===== src/design/rtd_pkg.sv =====
`timescale 1ns / 1ps

package rtd_pkg;

    localparam int TABLE_DEPTH = 1024;
    localparam int IDX_W       = $clog2(TABLE_DEPTH);

    localparam int LI_W    = 10;
    localparam int MIN_W   = 11;
    localparam int MAX_W   = 12;
    localparam int SCALE_W = 7;
    localparam int VAL_W   = 16;
    localparam int OUT_W   = 16;
    localparam int STAT_W  = 2;

    localparam int NUM_W  = VAL_W + SCALE_W;
    localparam int QCNT_W = $clog2(SCALE_W);
    localparam int DEG_W  = (((IDX_W + 1) > MAX_W) ? (IDX_W + 1) : MAX_W) + 1;
    localparam int TEMP_W = DEG_W + SCALE_W + 2;

    localparam int OUT_MAX = 32767;
    localparam int OUT_MIN = -32768;

    localparam int PADDR_W = 4;
    localparam int PDATA_W = 32;

    localparam logic [1:0] REG_LAST_INDEX  = 2'd0;
    localparam logic [1:0] REG_MIN_DEGREES = 2'd1;
    localparam logic [1:0] REG_MAX_DEGREES = 2'd2;
    localparam logic [1:0] REG_SCALE       = 2'd3;

    localparam logic [LI_W-1:0]    RST_LAST_INDEX  = LI_W'(1023);
    localparam logic [MIN_W-1:0]   RST_MIN_DEGREES = MIN_W'(-200);
    localparam logic [MAX_W-1:0]   RST_MAX_DEGREES = MAX_W'(823);
    localparam logic [SCALE_W-1:0] RST_SCALE       = SCALE_W'(10);

    localparam logic REQ_WRITE   = 1'b0;
    localparam logic REQ_CONVERT = 1'b1;

    localparam logic [STAT_W-1:0] CLAMP_NONE = 2'd0;
    localparam logic [STAT_W-1:0] CLAMP_MIN  = 2'd1;
    localparam logic [STAT_W-1:0] CLAMP_MAX  = 2'd2;

    typedef enum logic [2:0] {
        RD_ZERO,
        RD_TOP,
        RD_MID,
        RD_LO,
        RD_LOM1
    } t_rd_sel;

    typedef struct packed {
        logic    wr_entry;
        logic    ld_req;
        t_rd_sel rd_sel;
        logic    clamp_min;
        logic    clamp_max;
        logic    init_search;
        logic    step_search;
        logic    ld_upper;
        logic    ld_lower;
        logic    ld_mul;
        logic    div_step;
        logic    ld_out;
    } t_cmd;

    typedef struct packed {
        logic data_lt;
        logic data_gt;
        logic search_done;
        logic div_last;
    } t_sts;

    typedef struct packed {
        logic [LI_W-1:0]    last_index;
        logic [MIN_W-1:0]   min_degrees;
        logic [MAX_W-1:0]   max_degrees;
        logic [SCALE_W-1:0] scale;
    } t_cfg;

endpackage


===== src/design/rtd_ctrl.sv =====
`timescale 1ns / 1ps

module rtd_ctrl import rtd_pkg::*; (
    input  logic i_clk,
    input  logic i_rst_n,
    input  logic i_in_valid,
    input  logic i_req_type,
    input  logic i_out_ready,
    input  t_sts i_sts,
    output logic o_in_ready,
    output logic o_out_valid,
    output t_cmd o_cmd
);

    typedef enum logic [9:0] {
        S_IDLE   = 10'b00_0000_0001,
        S_RD0    = 10'b00_0000_0010,
        S_RDTOP  = 10'b00_0000_0100,
        S_SEARCH = 10'b00_0000_1000,
        S_CMP    = 10'b00_0001_0000,
        S_GETUP  = 10'b00_0010_0000,
        S_GETLO  = 10'b00_0100_0000,
        S_MUL    = 10'b00_1000_0000,
        S_DIV    = 10'b01_0000_0000,
        S_FIN    = 10'b10_0000_0000
    } t_state;

    t_state r_state, n_state;
    logic   r_out_valid, n_out_valid;
    t_cmd   w_cmd;

    always_comb begin
        n_state = r_state;
        w_cmd = '0;
        w_cmd.rd_sel = RD_ZERO;
        case (r_state)
            S_IDLE: begin
                if (i_in_valid) begin
                    if (i_req_type == REQ_WRITE) begin
                        w_cmd.wr_entry = 1'b1;
                    end else begin
                        w_cmd.ld_req = 1'b1;
                        n_state = S_RD0;
                    end
                end
            end
            S_RD0: begin
                if (!i_sts.data_lt) begin
                    w_cmd.clamp_min = 1'b1;
                    n_state = S_FIN;
                end else begin
                    w_cmd.rd_sel = RD_TOP;
                    n_state = S_RDTOP;
                end
            end
            S_RDTOP: begin
                if (!i_sts.data_gt) begin
                    w_cmd.clamp_max = 1'b1;
                    n_state = S_FIN;
                end else begin
                    w_cmd.init_search = 1'b1;
                    n_state = S_SEARCH;
                end
            end
            S_SEARCH: begin
                if (i_sts.search_done) begin
                    w_cmd.rd_sel = RD_LO;
                    n_state = S_GETUP;
                end else begin
                    w_cmd.rd_sel = RD_MID;
                    n_state = S_CMP;
                end
            end
            S_CMP: begin
                w_cmd.step_search = 1'b1;
                n_state = S_SEARCH;
            end
            S_GETUP: begin
                w_cmd.ld_upper = 1'b1;
                w_cmd.rd_sel = RD_LOM1;
                n_state = S_GETLO;
            end
            S_GETLO: begin
                w_cmd.ld_lower = 1'b1;
                n_state = S_MUL;
            end
            S_MUL: begin
                w_cmd.ld_mul = 1'b1;
                n_state = S_DIV;
            end
            S_DIV: begin
                w_cmd.div_step = 1'b1;
                if (i_sts.div_last) begin
                    n_state = S_FIN;
                end
            end
            S_FIN: begin
                if (!r_out_valid || i_out_ready) begin
                    w_cmd.ld_out = 1'b1;
                    n_state = S_IDLE;
                end
            end
            default: begin
                n_state = S_IDLE;
            end
        endcase
    end

    always_comb begin
        n_out_valid = r_out_valid;
        if (w_cmd.ld_out) begin
            n_out_valid = 1'b1;
        end else if (i_out_ready) begin
            n_out_valid = 1'b0;
        end
    end

    always_ff @(posedge i_clk) begin
        if (!i_rst_n) begin
            r_state     <= S_IDLE;
            r_out_valid <= 1'b0;
        end else begin
            r_state     <= n_state;
            r_out_valid <= n_out_valid;
        end
    end

    assign o_in_ready  = (r_state == S_IDLE);
    assign o_out_valid = r_out_valid;
    assign o_cmd       = w_cmd;

endmodule


===== config.mk =====
export PLATFORM = sky130hd
export DESIGN_NAME = rtd_ctrl
export DESIGN_NICKNAME = d
export VERILOG_FILES = /design/src/design/rtd_pkg.sv /design/src/design/rtd_ctrl.sv
export SDC_FILE = /design/constraint.sdc
export NUM_CORES = 1
export LEC_CHECK = 0
export BUFFER_PORTS_ARGS = -buffer_cell sky130_fd_sc_hd__buf_4
export CORE_AREA = 3 3 47 49
export CTS_CLUSTER_DIAMETER = 150
export DETAILED_ROUTE_END_ITERATION = 16
export DIE_AREA = 0 0 50 52
export HOLD_SLACK_MARGIN = 0.1
export PLACE_DENSITY = 0.82
export SYNTH_ARGS = -nofsm -noshare
export SYNTH_HDL_FRONTEND = slang
export SYNTH_SLANG_ARGS = --single-unit

===== constraint.sdc =====
create_clock -name i_clk -period 1.7 [get_ports i_clk]
set_input_delay 0.34 -clock i_clk [delete_from_list [all_inputs] [get_ports i_clk]]
set_output_delay 0.34 -clock i_clk [all_outputs]
set_load 0.05 [all_outputs]

==> results of run 1 <==
routing by layer:
metal | up-vias | track usage
met2 | 56 | 0.4696
li1 | 480 | -
met1 | 533 | 0.2852
met4 | 0 | 0.1152
met5 | - | 0
met3 | 23 | 0.06590
worst register-to-register path, stage by stage, from the launching register on:
cell and delay [ns]:
dfxtp_4 0.37, buf_6 0.12, buf_12 0.12, nor4_4 0.32, buf_4 0.20, nand4b_1 0.15, buf_4 0.18, o2111ai_4 0.27
o21ba_4 0.20
kinds of logic (layout without fill, tap and decap cells):
| family | Yosys count | count (layout) |
|---|---|---|
| simple gates | 59 | 59 |
| compound gates | 11 | 11 |
| flops | 11 | 11 |
| buf+inv | 10 | 74 |
| xor+xnor | 2 | 2 |
layout make-up:
type | count | area [um^2] | share of cell area
flip-flops and latches | 11 | 229.0 | 0.1370
clock inverters | 1 | 5.005 | 0.002994
well taps | 27 | 33.78 | 0.02021
multi-input cells | 72 | 734.5 | 0.4394
inverters | 4 | 22.52 | 0.01347
clock buffers | 3 | 22.52 | 0.01347
repair buffers | 66 | 624.3 | 0.3735
layout by cell type, fill, tap and decap left out, types with 2 or more instances in the layout:
cell type   instances
buf_4              40
buf_6              19
buf_8               6
clkbuf_4            3
clkinvlp_4          2
dfxtp_1             6
dfxtp_2             4
nand2_1             2
nand2_2             3
nand3_2             2
nand4_1             2
nor2_1              3
nor2_2              4
nor2_4              3
nor2b_1             4
nor3_1              3
nor3_4              2
nor3b_2             2
nor4_4              5
or4_1               2
or4b_4              3
flip-flops by register name, summed over array words and instances (netlist names):
| signal | count |
|---|---|
| o_out_valid | 1 |
| r_state | 10 |
synth_stat cells (all sizes together), types with 2 or more instances:
cell	instances
buf	6
dfxtp	11
inv	4
nand2	6
nand3	4
nand4	2
nor2	10
nor2b	4
nor3	5
nor3b	3
nor4	6
nor4b	3
or4	3
or4b	3
path summary, 6_finish.rpt:
path | startpoint | endpoint | slack (ns) | cells past startpoint
setup / recovery | r_state[2] | o_cmd[12] | -0.52 | 5
hold / removal | i_rst_n | r_state[9] | 0.37 | 2
setup reg to reg | r_state[3] | r_state[3] | -0.32 | 8
hold reg to reg | r_state[7] | r_state[7] | 0.59 | 2
report_power, final:
group	leakage, nW	total (mW)	switching (mW)	internal (mW)
clock	0.0177	0.192	0.105	0.0872
sequential	0.0912	0.339	0.0301	0.309
combinational	0.569	1.70	0.956	0.748
total	0.678	2.23	1.09	1.14
timing repair:
item | 4_1_cts | 5_1_grt
resized for setup | 37 | 22
buffers inserted | 11 | 5
setup endpoints to repair | 21 | 24
pin swaps | 19 | 8
==> results.yml, run 1 <==
status:
  status: "finished with violations"
  violations: "setup timing"
timing:
  finalWorstPathRequiredPeriod_ns: 2.219
  setup_slack_ns: -0.5186
  worstMarginPinSlew_ns: 0.3535
  fmax_mhz: 450.7
  setup_violations: 24
  finalHoldViolCount: 0
  setup_tns_ns: -8.865
  whs_ns: 0.3693
  skew_ns: 0.001357
  slew_violations: 0
  period_share: 1.305
  relSlewSlack: 0.7637
  rsz0062_at_grt: "yes"
placed_design:
  hpwl_um: 1937
  placed_cell_area_um2: 1256
  dp_cells: 164
  place.port_buffers: 24
  place_congestion: 0.9059
  pre_cts_slack_ns: -0.3218
drt:
  avgRoutedWirePerCell_um: 20.61
  drc: 0
  firstDrtPassIters: 4
  via_per_inst: 5.935
  drt-met1-wl_um: 1529
  vias: 1092
  drt_iter0_drc: 39
  top_layer: "met4"
  wl_met2_um: 1859
  met3_length_um: 197
  drt-total-wl_um: 3792
  ant_nets: 0
yosys:
  synthMuxAreaShare: 0
  synth_top_cell_by_area: "dfxtp_1"
  synth-compound-area-share: 0.1309
  yosys.area_share.simple: 0.4937
  synth_top_family_by_area: "simple AND/OR/NAND/NOR gates"
  seq_area_frac_synth: 0.2776
  synth-xor-area-share: 0.02208
  synth_edf_count: 0
  yosys-top-cells-area: "dfxtp_1, nor2_1, nor4b_1"
  synth.top_cell.area_share: 0.2776
  synthAdderAreaFrac: 0
  netlist_area_um2: 793.3
  synthArstFlopShare: 0
  syn_avg_cell_area_um2: 8.530
  synth_seq_cells: 11
  synth.distinct_cells: 43
  synth_cells: 93
  ys.flop_type: "dfxtp_1"
  syn-num-nets: 102
  yosysWarnings: 0
floorplan:
  die_area_um2: 2600
  start_util: 0.4171
  ios: 25
  dieWidth_um: 50
  die_y_um: 52
  coreArea_um2: 1902
  std_cell_rows: 16
grt:
  grt_max_degree: 9
  grt_pass1_vias: 1075
  grt_usage: 0.2605
  grt_pass1_wl_um: 5140
  antenna_found_initial: 0
  grt_overflow_total: 0
cts:
  clock-sinks: 11
  cts_root_buffer: "clkbuf_4"
  clk_pin_slew_ns: 0.08
  cts_buffer_depth: 2
  cts_tree: "built"
  ctsHoldBuffers: 0
  htreeDepth: 1
  clkLatencyLatePin_ns: 0.27
  cts_buffers: 3
setup_path:
  slowest_delay_ns: 0.53
  cp_slowest_cell: "or4b_4"
  worstPathMaxFanout: 5
  startpoint_type: "flop"
  endpoint_kind: "primary output"
  crit_type: "flop to primary output"
  path_cells: "buf_6 > or4b_4 > nor3_4 > and3_4 > buf_8"
  arrival_ns: 1.88
  crit_required_ns: 1.36
  critical-path-top-delay-family: "simple AND/OR/NAND/NOR gates"
  path_buf_inv: 2
final_layout:
  final-instance-count-excl-fill: 184
  utilization: 0.8789
  syn_to_final_growth_pct: 110.7
  drive_gt1_frac: 0.7389
  fill_cells: 72
  postLayoutCellArea_um2: 1672
  nets: 167
  diodes: 0
power_and_ir_drop:
  p_leak_nw: 0.6781
  ir_drop_v: 0.0009241
  power.total_mw: 2.235
  cellPowerDensity_nw_per_um2: 1337
run:
  cap_violations: 0
min_path:
  hp-class: "primary input to flop"
Note: power is estimated with default switching activity, not from simulation.
==> inputs of run 2 (changes only) <==
Settings changed: CORE_AREA 3 3 47 49 to 3 3 45 47, DIE_AREA 0 0 50 52 to 0 0 48 50, PLACE_DENSITY 0.82 to 0.85.
Clock period 1.7 ns to 2.4 ns, I/O delays scaled along.
==> run 2 against run 1 <==
Effect of this change:
- the flow now finishes without violations
- die area decreased by 7.7%
- critical path type unchanged
- core utilization decreased by 19 points
- setup slack improved by 0.54 ns
- combinational power decreased by 58%
- sequential power decreased by 14%
- power decreased by 49%
==> results.yml, run 2 (synthesized netlist as in run 1, its figures left out) <==
final_layout:
  utilization: 0.6904
  diodes: 0
  syn_to_final_growth_pct: 47.00
  seq_area_um2: 229.0
  fill_cells: 133
  layout_commonest_cell: "buf_4"
  nets: 129
  layout_common_cells: "buf_4, nor2_1, buf_6"
  postLayoutCellArea_um2: 1166
  drive_gt1_frac: 0.5294
  final-instance-count-excl-fill: 136
  regMostFlops: "r_state"
  multi_input_area_um2: 625.6
  largest_register_ffs: 10
floorplan:
  dieWidth_um: 48
  die_area_um2: 2400
  die_y_um: 50
  ios: 25
  std_cell_rows: 15
  coreArea_um2: 1689
  start_util: 0.4696
power_and_ir_drop:
  power_frac_comb: 0.633
  seqPwrFrac: 0.254
  p_leak_nw: 0.4766
  ir_drop_v: 0.0006141
  swShare: 0.4934
  intPower_mw: 0.5783
  clkPwrFrac: 0.113
  cellPowerDensity_nw_per_um2: 978.9
  p_sw_mw: 0.5632
placed_design:
  pre_cts_slack_ns: 0.2141
  hpwl_um: 1557
  dp_cells: 130
  place.port_buffers: 24
  place_congestion: 0.9084
  placed_cell_area_um2: 1026
timing:
  setup_slack_ns: 0.02391
  period_share: 0.9900
  fmax_mhz: 420.9
  skew_ns: 0.007406
  setup_violations: 0
  finalWorstPathRequiredPeriod_ns: 2.376
  finalHoldViolCount: 0
  relSlewSlack: 0.6064
  worstMarginPinSlew_ns: 0.5822
  setup_tns_ns: 0
  slew_violations: 0
setup_path:
  worstPathMaxFanout: 7
  endpoint_kind: "primary output"
  r2r_cells: 5
  startpoint_type: "flop"
  arrival_ns: 1.90
  crit_required_ns: 1.92
  crit_type: "flop to primary output"
drt:
  drt-total-wl_um: 2226
  drc: 0
  firstDrtPassIters: 4
  avgRoutedWirePerCell_um: 16.37
  ant_nets: 0
  drt_iter0_drc: 20
  vias: 832
  via_per_inst: 6.118
cts:
  cts_root_buffer: "clkbuf_4"
  clk_pin_slew_ns: 0.07
  cts_tree: "built"
  cts_buffers: 3
  clkLatencyLatePin_ns: 0.27
  ctsHoldBuffers: 0
  clock-sinks: 11
  htreeDepth: 1
  cts_buffer_depth: 2
grt:
  grt_overflow_total: 0
  grt_usage: 0.1900
  antenna_found_initial: 0
  grt_pass1_wl_um: 3215
  grt_pass1_vias: 714
  grt_max_degree: 10
run:
  cap_violations: 0
min_path:
  hp-class: "primary input to flop"
  holdPathStages: 3
status:
  status: "finished clean"
run 2: routing by layer:
metal,GRT usage,part of all wire,vias to the layer above
met1,0.2215,0.42,384
li1,-,-,407
met4,0.08969,0.013,0
met5,0,0,-
met2,0.2974,0.50,37
met3,0.06569,0.064,4
run 2: repair_timing:
action / CTS / global route
buffers inserted: 0 / 2
endpoints found under the setup margin: 5 / 8
gates resized for setup: 6 / 17
pin swaps: 2 / 7
hold endpoints to repair: 0 / 0
run 2: through the flow:
stage / hold slack (ns) / power [mW]
global route: 0.4795 / 1.213
CTS: 0.4891 / 1.073
global placement: 0.5875 / 0.8997
detailed placement: 0.5862 / 0.9127
floorplan: 0.5739 / 0.7734
finish: 0.4869 / 1.142
run 2: power by group through the flow:
stage	sequential (mW)	clock (mW)	combinational (mW)
floorplan	0.258	0	0.515
global placement	0.275	0	0.625
detailed placement	0.281	0	0.632
CTS	0.278	0.134	0.660
global route	0.297	0.144	0.772
finish	0.290	0.129	0.722
run 2: cell type report:
| type | instances | share of cell area |
|---|---|---|
| clock buffer | 4 | 0.02253 |
| inverter | 4 | 0.01288 |
| multi-input combinational | 72 | 0.5365 |
| sequential | 11 | 0.1964 |
| tap | 17 | 0.01824 |
| timing repair buffer | 28 | 0.2135 |
run 2: critical path: stages, from the launching register on:
cell,delay [ns]
dfxtp_1,0.38
or4_4,0.65
nor4_4,0.34
buf_4,0.25
run 2: worst paths after layout:
kind | to | slack (ns) | start
worst max-delay path | o_cmd[7] | 0.02 | r_state[5]
worst min register to register | r_state[7] | 0.58 | r_state[6]
worst min-delay path | r_state[5] | 0.49 | i_sts[1]
worst max register to register | r_state[3] | 0.52 | r_state[3]
